$ cat config.mk
export PLATFORM = sky130hd
export DESIGN_NAME = arztm_setup
export DESIGN_NICKNAME = d
export VERILOG_FILES = /design/src/rtl/arztm_pkg.sv /design/src/rtl/arztm_setup.sv
export SDC_FILE = /design/constraint.sdc
export NUM_CORES = 2
export LEC_CHECK = 0
export BUFFER_PORTS_ARGS = -buffer_cell sky130_fd_sc_hd__buf_2
export CORE_MARGIN = 5
export CORE_UTILIZATION = 42
export DETAILED_ROUTE_END_ITERATION = 6
export MAX_ROUTING_LAYER = met4
export PLACE_DENSITY = 0.56
export SLEW_MARGIN = 20
export SYNTH_ARGS = -nofsm -noshare
export SYNTH_HDL_FRONTEND = slang
export SYNTH_SLANG_ARGS = --single-unit
$ cat constraint.sdc
create_clock -name clk -period 23.8 [get_ports clk]
set_input_delay 1.19 -clock clk [delete_from_list [all_inputs] [get_ports clk]]
set_output_delay 1.19 -clock clk [all_outputs]
set_load 0.02 [all_outputs]
$ cat src/rtl/arztm_pkg.sv
// Rotozoom texture mapper: shared constants, types and the sine table.
// No dependencies; every other file imports this package.
package arztm_pkg;

	// screen and texture geometry
	localparam int SCREEN_W = 320;
	localparam int SCREEN_H = 200;
	localparam int TEX_W    = 256;
	localparam int TEX_H    = 64;
	localparam int HALF_W   = SCREEN_W / 2;
	localparam int HALF_H   = SCREEN_H / 2;

	// field widths
	localparam int KIND_W  = 2;
	localparam int ADDR_W  = 14;
	localparam int COLOR_W = 8;
	localparam int FRAME_W = 32;
	localparam int X_W     = 9;
	localparam int Y_W     = 8;
	localparam int U_W     = 16;  // 8.8
	localparam int V_W     = 14;  // 6.8
	localparam int D_W     = 14;  // signed deltas
	localparam int SHIFT_W = 5;
	localparam int PHASE_W = 8;
	localparam int SIN_W   = 10;  // signed, +-256
	localparam int CFG_IDX_W = 2;
	localparam int CFG_DAT_W = 8;

	// zoom = ZOOM_BASE + floor(ZOOM_AMP * sin / 256)
	localparam int ZOOM_BASE = 2080;
	localparam int ZOOM_AMP  = 2016;
	localparam int ZPROD_W   = 22;
	localparam int DPROD_W   = 24;

	localparam logic [U_W-1:0] CENTER_U = U_W'((TEX_W / 2) * 256);
	localparam logic [V_W-1:0] CENTER_V = V_W'((TEX_H / 2) * 256);

	// word queue between front and back
	localparam int QDEPTH   = 4;
	localparam int QPTR_W   = $clog2(QDEPTH);
	localparam int QCOUNT_W = $clog2(QDEPTH + 1);

	// input kind codes
	localparam logic [KIND_W-1:0] KIND_TEXEL  = 2'd0;
	localparam logic [KIND_W-1:0] KIND_FRAME  = 2'd1;
	localparam logic [KIND_W-1:0] KIND_PIXEL  = 2'd2;

	// configuration register indexes
	localparam logic [CFG_IDX_W-1:0] CFG_KEY   = 2'd0;
	localparam logic [CFG_IDX_W-1:0] CFG_ROT   = 2'd1;
	localparam logic [CFG_IDX_W-1:0] CFG_PAN   = 2'd2;
	localparam logic [CFG_IDX_W-1:0] CFG_DRIFT = 2'd3;

	localparam logic [COLOR_W-1:0] KEY_RST   = 8'd15;
	localparam logic [PHASE_W-1:0] ROT_RST   = 8'd1;
	localparam logic [PHASE_W-1:0] PAN_RST   = 8'd2;
	localparam logic [SHIFT_W-1:0] DRIFT_RST = 5'd5;

	typedef enum logic [1:0] {
		OP_TEXEL = 2'd0,
		OP_FRAME = 2'd1,
		OP_PIXEL = 2'd2
	} op_t;

	typedef struct packed {
		op_t                op;
		logic [ADDR_W-1:0]  addr;
		logic [COLOR_W-1:0] value;
		logic [FRAME_W-1:0] frame;
		logic [COLOR_W-1:0] bg;
	} item_t;

	typedef struct packed {
		logic  valid;
		item_t item;
	} q_head_t;

	typedef struct packed {
		logic [COLOR_W-1:0] transparent_key;
		logic [PHASE_W-1:0] rotation_step;
		logic [PHASE_W-1:0] pan_step;
		logic [SHIFT_W-1:0] zoom_drift_shift;
	} cfg_t;

	typedef struct packed {
		logic signed [D_W-1:0] du_col;
		logic signed [D_W-1:0] dv_col;
		logic signed [D_W-1:0] du_row;
		logic signed [D_W-1:0] dv_row;
		logic [U_W-1:0]        u0;
		logic [V_W-1:0]        v0;
	} geom_t;

	typedef struct packed {
		logic               start;
		logic [FRAME_W-1:0] frame;
	} setup_req_t;

	typedef struct packed {
		logic  busy;
		logic  done;
		geom_t geom;
	} setup_rsp_t;

	localparam logic [8:0] QUARTER_SINE [0:64] = '{
		9'd0,   9'd6,   9'd13,  9'd19,  9'd25,  9'd31,  9'd38,  9'd44,
		9'd50,  9'd56,  9'd62,  9'd68,  9'd74,  9'd80,  9'd86,  9'd92,
		9'd98,  9'd104, 9'd109, 9'd115, 9'd121, 9'd126, 9'd132, 9'd137,
		9'd142, 9'd147, 9'd152, 9'd157, 9'd162, 9'd167, 9'd172, 9'd177,
		9'd181, 9'd185, 9'd190, 9'd194, 9'd198, 9'd202, 9'd206, 9'd209,
		9'd213, 9'd216, 9'd220, 9'd223, 9'd226, 9'd229, 9'd231, 9'd234,
		9'd237, 9'd239, 9'd241, 9'd243, 9'd245, 9'd247, 9'd248, 9'd250,
		9'd251, 9'd252, 9'd253, 9'd254, 9'd255, 9'd255, 9'd256, 9'd256,
		9'd256
	};

	// full-turn sine over 256 phases, +-256 = +-1.0
	function automatic logic signed [SIN_W-1:0] sine_rom(input logic [PHASE_W-1:0] idx);
		logic [6:0] h;
		logic [6:0] mi;
		logic [8:0] m;
		h  = idx[6:0];
		mi = (h <= 7'd64) ? h : 7'(8'd128 - {1'b0, h});
		m  = QUARTER_SINE[mi];
		return idx[7] ? -$signed({1'b0, m}) : $signed({1'b0, m});
	endfunction

endpackage

$ cat src/rtl/arztm_setup.sv
// Rotozoom texture mapper frame setup: sequencer deriving deltas and origin per frame.
// Depends on arztm_pkg (sine table, geometry constants).
module arztm_setup import arztm_pkg::*; (
	input  logic       clk,
	input  logic       arst_n,
	input  cfg_t       cfg,
	input  setup_req_t req,
	output setup_rsp_t rsp
);

	typedef enum logic [4:0] {
		S_IDLE   = 5'b00001,
		S_TRIG   = 5'b00010,
		S_ZOOM   = 5'b00100,
		S_DELTA  = 5'b01000,
		S_ORIGIN = 5'b10000
	} setup_state_t;

	setup_state_t state_q;
	logic         done_q;

	logic [PHASE_W-1:0]          ang_q, zph_q, pan_q;
	logic signed [SIN_W-1:0]     cos_q, sin_q, nsin_q;
	logic signed [ZPROD_W-1:0]   zprod_q;
	logic [U_W-1:0]              cu_q;
	logic [V_W-1:0]              cv_q;
	logic signed [D_W-1:0]       z_q;
	logic signed [D_W-1:0]       du_col_q, dv_col_q, du_row_q, dv_row_q;
	logic [U_W-1:0]              u0_q;
	logic [V_W-1:0]              v0_q;

	// combinational helpers, one stage each
	logic signed [SIN_W-1:0]     s_ang, s_cos, s_zph, s_pan, s_panc;
	logic signed [ZPROD_W-1:0]   szph_x;
	logic signed [U_W-1:0]       span_x;
	logic signed [V_W-1:0]       spanc_x;
	logic signed [D_W-1:0]       zsh;
	logic signed [DPROD_W-1:0]   cos_x, sin_x, nsin_x, z_x, p_cz, p_sz, p_nsz;
	logic signed [U_W-1:0]       du_col_x, du_row_x;
	logic signed [V_W-1:0]       dv_col_x, dv_row_x;
	logic [U_W-1:0]              u_off_c, u_off_r;
	logic [V_W-1:0]              v_off_c, v_off_r;

	always_comb begin
		s_ang   = sine_rom(ang_q);
		s_cos   = sine_rom(ang_q + PHASE_W'(64));
		s_zph   = sine_rom(zph_q);
		s_pan   = sine_rom(pan_q);
		s_panc  = sine_rom(pan_q + PHASE_W'(64));
		szph_x  = ZPROD_W'(s_zph);
		span_x  = U_W'(s_pan);
		spanc_x = V_W'(s_panc);

		zsh = D_W'(zprod_q >>> 8);

		cos_x  = DPROD_W'(cos_q);
		sin_x  = DPROD_W'(sin_q);
		nsin_x = DPROD_W'(nsin_q);
		z_x    = DPROD_W'(z_q);
		p_cz   = cos_x * z_x;
		p_sz   = sin_x * z_x;
		p_nsz  = nsin_x * z_x;

		// origin arithmetic wraps like the coordinates
		du_col_x = U_W'(du_col_q);
		du_row_x = U_W'(du_row_q);
		dv_col_x = V_W'(dv_col_q);
		dv_row_x = V_W'(dv_row_q);
		u_off_c  = U_W'(du_col_x * U_W'(HALF_W));
		u_off_r  = U_W'(du_row_x * U_W'(HALF_H));
		v_off_c  = V_W'(dv_col_x * V_W'(HALF_W));
		v_off_r  = V_W'(dv_row_x * V_W'(HALF_H));
	end

	always_ff @(posedge clk) begin
		unique case (state_q)
			S_IDLE: begin
				ang_q <= PHASE_W'(req.frame[PHASE_W-1:0] * cfg.rotation_step);
				pan_q <= PHASE_W'(req.frame[PHASE_W-1:0] * cfg.pan_step);
				zph_q <= req.frame[PHASE_W-1:0]
					+ PHASE_W'(req.frame >> cfg.zoom_drift_shift);
			end
			S_TRIG: begin
				cos_q   <= s_cos;
				sin_q   <= s_ang;
				nsin_q  <= -s_ang;
				zprod_q <= szph_x * ZPROD_W'(ZOOM_AMP);
				cu_q    <= CENTER_U + U_W'(span_x <<< 2);
				cv_q    <= CENTER_V + V_W'(spanc_x <<< 2);
			end
			S_ZOOM: begin
				z_q <= zsh + D_W'(ZOOM_BASE);
			end
			S_DELTA: begin
				du_col_q <= D_W'(p_cz >>> 8);
				dv_row_q <= D_W'(p_cz >>> 8);
				dv_col_q <= D_W'(p_sz >>> 8);
				du_row_q <= D_W'(p_nsz >>> 8);
			end
			S_ORIGIN: begin
				u0_q <= cu_q - u_off_c - u_off_r;
				v0_q <= cv_q - v_off_c - v_off_r;
			end
			default: ;
		endcase
	end

	always_ff @(posedge clk or negedge arst_n) begin
		if (!arst_n) begin
			state_q <= S_IDLE;
			done_q  <= 1'b0;
		end else begin
			done_q <= 1'b0;
			unique case (state_q)
				S_IDLE:   if (req.start) state_q <= S_TRIG;
				S_TRIG:   state_q <= S_ZOOM;
				S_ZOOM:   state_q <= S_DELTA;
				S_DELTA:  state_q <= S_ORIGIN;
				S_ORIGIN: begin
					state_q <= S_IDLE;
					done_q  <= 1'b1;
				end
				default:  state_q <= S_IDLE;
			endcase
		end
	end

	assign rsp.busy = (state_q != S_IDLE) || done_q;
	assign rsp.done = done_q;
	assign rsp.geom = '{du_col: du_col_q, dv_col: dv_col_q, du_row: du_row_q,
		dv_row: dv_row_q, u0: u0_q, v0: v0_q};

endmodule

==> Word-level counts from Yosys, hierarchy flattened <==
Memories as Yosys holds them, arrays and structs flattened.
Index checks and enable logic that the tools add are counted.
{ "op_classes": {"addsub": 21, "multipliers": 10, "order_cmp": 10, "n_eq_ne": 7, "shifts": 1, "muxes": 23, "bitwise": 5, "n_reduce_logical": 1} }
{ "ops": {"columns": ["cell", "count"], "rows": [
  ["2-to-1 mux 9 bit", 11],
  ["multiplier 10 x 14 -> 22 bit", 3],
  ["negation 9 -> 10 bit", 5],
  ["greater-or-equal comparator 8 bit, second input constant", 5],
  ["2-to-1 mux 10 bit", 4],
  ["NOT 7 -> 8 bit", 5],
  ["less-or-equal comparator 7 bit, second input constant", 5],
  ["2-to-1 mux 7 bit", 5],
  ["subtractor 1 x 7 -> 7 bit, first input constant", 5],
  [">> shifter 32 x 5 -> 8 bit", 1],
  ["subtractor 16 bit", 2],
  ["subtractor 14 bit", 2],
  ["case mux 5 bit (4 select lines)", 1],
  ["multiplier 10 x 7 -> 17 bit, second input constant", 1],
  ["adder 16 bit, first input constant", 1],
  ["adder 8 x 7 -> 8 bit, second input constant", 2],
  ["multiplier 8 x 8 -> 8 bit", 2],
  ["adder 14 x 13 -> 14 bit, second input constant", 1],
  ["adder 14 bit, first input constant", 1],
  ["multiplier 14 x 4 -> 11 bit, second input constant", 1],
  ["multiplier 14 x 4 -> 9 bit, second input constant", 1],
  ["multiplier 14 x 6 -> 12 bit, second input constant", 1],
  ["multiplier 14 x 6 -> 14 bit, second input constant", 1],
  ["negation 10 bit", 1],
  ["11 further kinds", 11]
]} }
{ "word_totals": {"ff_bits": 193, "rom_bits": 5760, "inputBits": 64, "word_cells": 101, "mem_count": 5} }
{ "memory_table": {"columns": ["name", "depth", "width", "rd", "rd_ports_with_merged_regs", "write_ports", "line_no", "text"], "rows": [
  ["(no name shown)", 128, 9, 1, 0, 0, "arztm_pkg.sv:124", "m = QUARTER_SINE[mi];"],
  ["(no name shown)", 128, 9, 1, 0, 0, "arztm_pkg.sv:124", null],
  ["(no name shown)", 128, 9, 1, 0, 0, "arztm_pkg.sv:124", null],
  ["(no name shown)", 128, 9, 1, 0, 0, "arztm_pkg.sv:124", null],
  ["(no name shown)", 128, 9, 1, 0, 0, "arztm_pkg.sv:124", null]
]} }

==> Longest topological paths before layout <==
{ "logic_depth": {"ltp_word": 10, "depth_mapped": 36} }

==> Least setup slack after synthesis <==
OpenSTA, ideal clock, no wires.
{ "synth_timing": {"path_type": "register -> register", "startpoint": "reg zph_q[0]", "endpoint": "reg zprod_q[21] (data pin)", "arrival_ps": 8645, "path_slack_ps": 14886, "path_stages_with_launch": 37, "path_cell_list": "edfxtp_1 > clkbuf_1 > inv_1 > ha_1 > nand2b_1 > buf_2 > o21ai_1 > mux2i_1 > ha_1 > mux2_2 > mux4_2 > a211oi_1 > o21bai_1 > a2111oi_0 > a211oi_2 > ha_1 > a21boi_0 > xnor2_1 > inv_1 > fa_1 > inv_1 > ha_1 > inv_1 > fa_1 > inv_1 > fa_1 > ha_1 > a21oi_1 > o21bai_1 > a21oi_1 > nor2b_1 > o21a_1 > o31ai_1 > a21oi_1 > a21o_1 > a21oi_1 > xor3_1"} }
{ "synth_between": {"elab_chain_len": 9, "elab_cells_between_ends": 10, "classes_between": "2 x add/sub; 1 x mul; 1 x order compare; 4 x mux; 1 x bitwise; 1 x memory"} }
{ "synth_rtl": {"columns": ["element", "line_no", "text"], "rows": [
  ["start, declared", "arztm_setup.sv:22", "logic [PHASE_W-1:0] ang_q, zph_q, pan_q;"],
  ["start signal, assigned", "arztm_setup.sv:80", "zph_q <= req.frame[PHASE_W-1:0]"],
  ["subtractor 1 x 7 -> 7 bit or less-or-equal comparator 7 bit (tied branches)", "arztm_pkg.sv:123", "mi = (h <= 7'd64) ? h : 7'(8'd128 - {1'b0, h});"],
  ["2-to-1 mux 7 bit (*)", "arztm_pkg.sv:123", null],
  ["NOT 7 -> 8 bit (not written as such) (*)", "arztm_pkg.sv:124", null],
  ["memory read (128 x 9 bit) (*)", null, null],
  ["2-to-1 mux 9 bit (not written as such) (*) (2 in a row)", "arztm_pkg.sv:124", null],
  ["negation 9 -> 10 bit", "arztm_pkg.sv:125", "return idx[7] ? -$signed({1'b0, m}) : $signed({1'b0, m});"],
  ["2-to-1 mux 10 bit (*)", "arztm_pkg.sv:125", null],
  ["multiplier 10 x 7 -> 17 bit (*)", "arztm_setup.sv:87", "zprod_q <= szph_x * ZPROD_W'(ZOOM_AMP);"],
  ["end signal, assigned", "arztm_setup.sv:87", null],
  ["end, declared", "arztm_setup.sv:24", "logic signed [ZPROD_W-1:0] zprod_q;"]
]} }
Every way passes the cells marked *; elsewhere a longest branch is shown, timed or not. The select of a mux whose other input is x is not followed.
A chain may end at the register's enable or synchronous reset.

==> Worst setup path in the final report <==
Ends and elaborated chain as after synthesis.

==> metrics.yaml <==
outcome: "complete, no violations"
max_freq_ghz: 0.0957
fp.dieW_um: 295
overflow: 0
fin_tns_setup_ns: 0
core_area_um2: 80400
rsz0062_at_grt: "false"
grt_use_total_pct: 19.2
clock-sinks: 177
start_kind: "flip-flop"
clk-insertion-delay-late_ns: 0.49
numPortBuffers: 139
cp.required_ns: 24.04
cts_tree: "yes"
cts_made_buffers: 17
max_stage_delay_ns: 0.65
fin_nets: 4557
initial_core_util_pct: 42.3
worstHoldStart: "zprod_q[11]"
fillers: 7851
ys_ff_latch: 177
async_reset_ff_share_pct: 3.39
post_cts_resized: 0
tightestPinTransition_ns: 1.10
reg2reg_depth: 34
slew-limit-headroom_pct: 24.9
clk_path_buf_depth: 2
holdPathStages: 0
slowest_stage: "edfxtp_1"
r2r_start: "zph_q[0]"
drcViolationCount: 0
setup_viol: 0
utilization_pct: 44.9
area_growth_pct: 6.15
cp_max_fo: 17
synth_edf_count: 171
netlist_instances: 3679
dieArea_um2: 86800
cts_setup_buffers: 0
r2r-end: "zprod_q[21]"
drv_cap: 0
ys_warn_count: 0
avgSynthCellArea_um2: 9.25
arrival_ns: 10.69
layout_commonest_cell: "inv_1"
worstHoldPathType: "flip-flop to flip-flop"
first_iter_violations: 1351
r2r_setup_slack_ns: 13.35
cp-end-kind: "flip-flop"
die_h_um: 295
clk_pin_slew_worst_paths_ns: 0.08
synthFlopType: "edfxtp_1"
ys_top_cells_by_area: "fa_1 (25%), edfxtp_1 (15%), ha_1 (14%)"
firstDrtPassIters: 5
grt_antenna_before_repair: 3
synth_top_area_share_pct: 25.5
period_share_pct: 43.9
synth.distinct_cells: 111
finalHoldViolCount: 0
io_pins: 152
drtAntennaViolNets: 0
grt_max_degree: 67
dp_hpwl_mm: 62.4
vias: 24895
fin_crit_ns: 10.45
syn_area_um2: 34000
holdPathEnd: "z_q[3]"
yosysTopAreaCell: "fa_1"
htreeDepth: 4
drive_gt1_share_pct: 8.66
grt_pass1_vias: 25526
finalMaxSlewViolations: 0
wl_per_cell_um: 16.7
crit_type: "flip-flop to flip-flop"
via_per_inst: 5.23
grt_pass1_wl_mm: 132
startpoint: "zph_q[0]"
ctsHoldBuffers: 0
fin_skew_ns: 0.0196
rows: 104
cts-root-buf: "clkbuf_16"
gp_congestion: 0.895
ys_seq_area_share_pct: 15.5
totalWireLength_mm: 79.2
most-common-layout-cells: "inv_1 (606), fa_1 (433), ha_1 (376)"
## how the worst max path moves through the flow
stage,slack (ns),cells after the start,end
3_5_place_dp,13.36,34,zprod_q[21]
5_1_grt,12.59,34,zprod_q[21]
3_3_place_gp,13.37,34,zprod_q[21]
6_report,13.35,34,zprod_q[21]
2_1_floorplan,14.89,36,zprod_q[21]
4_1_cts,13.34,34,zprod_q[21]
## area by class of cell
cell class                 instances  area [um2]  share of cell area (%)
antenna                            1        2.50                 0.00693
clock buffer                      17         425                    1.18
clock inverter                    15         208                   0.575
inverter                         616        2310                    6.40
multi-input combinational       2703       25600                    71.0
sequential                       177        5290                    14.6
tap                             1060        1330                    3.67
timing repair buffer             169         921                    2.55
## flip-flops by register name, summed over array words and instances, names as in the netlist, 12 cells and up
name and flops:
du_row_q 14, dv_col_q 14, dv_row_q 14, u0_q 14, z_q 14, zprod_q 14, v0_q 12
## cell usage after synthesis (9+ instances only)
master	number
xor2_1	57
or2_2	9
inv_1	606
o21ai_0	98
mux2i_1	30
nor3b_1	10
o31ai_1	10
and2_1	206
ha_1	376
nor2_1	134
o211ai_1	36
nor3_1	61
o21a_1	38
a21oi_1	145
mux2_2	23
nand3_1	50
or3_1	15
buf_4	22
o22ai_1	13
a31oi_1	28
clkbuf_1	129
and3_1	20
nand4_1	10
inv_2	9
nor2b_1	30
nand2b_1	63
o21bai_1	18
edfxtp_1	171
a21o_1	23
a211oi_1	33
mux4_2	24
nand2_1	349
fa_1	433
buf_2	25
o21ai_1	10
xnor2_1	180
o221ai_1	10
## critical path, delay by kind of cell, from the launching register on
family	cells	cell delay, ns
and+or+nand+nor	2	0.43
adders and majority gates	8	3.25
muxes	3	1.41
DFF	1	0.65
xor gates and xnor gates	2	0.70
AOI/OAI and AO/OA	14	3.11
buffers and inverters	5	0.64
## cell families after synthesis
logic type	count (synthesis)	synth area share [%]
other	1	0.0110
AND/OR/NAND/NOR	988	14.6
flip-flops	177	15.5
buffers and inverters	802	9.29
multiplexers	78	3.28
XOR/XNOR	242	6.39
adder cells (fa/ha/maj)	811	39.4
AO/OA/AOI/OAI	580	11.5
## metrics by stage
| stage | setup WS, ns | hold WS [ns] | cell area (um2) | cells |
|---|---|---|---|---|
| floorplan | 14.89 | 0.400 | 34000 | 3682 |
| global placement | 13.37 | 0.400 | 35500 | 4724 |
| detailed placement | 13.36 | 0.405 | 35500 | 4724 |
| CTS | 13.34 | 0.422 | 36100 | 4756 |
| global route | 12.59 | 0.429 | 36100 | 4758 |
| finish | 13.35 | 0.419 | 36100 | 4758 |
## layer usage
layer	vias to the layer above	track usage, %	part of all wire, %
li1	12108	-	-
met1	12302	25.0	45
met2	416	32.6	49
met3	69	1.99	3.4
met4	0	4.23	1.7
met5	-	-	0
Power is not shown: default switching activity piles up to over one toggle a cycle in this logic, so the estimate is an artifact.
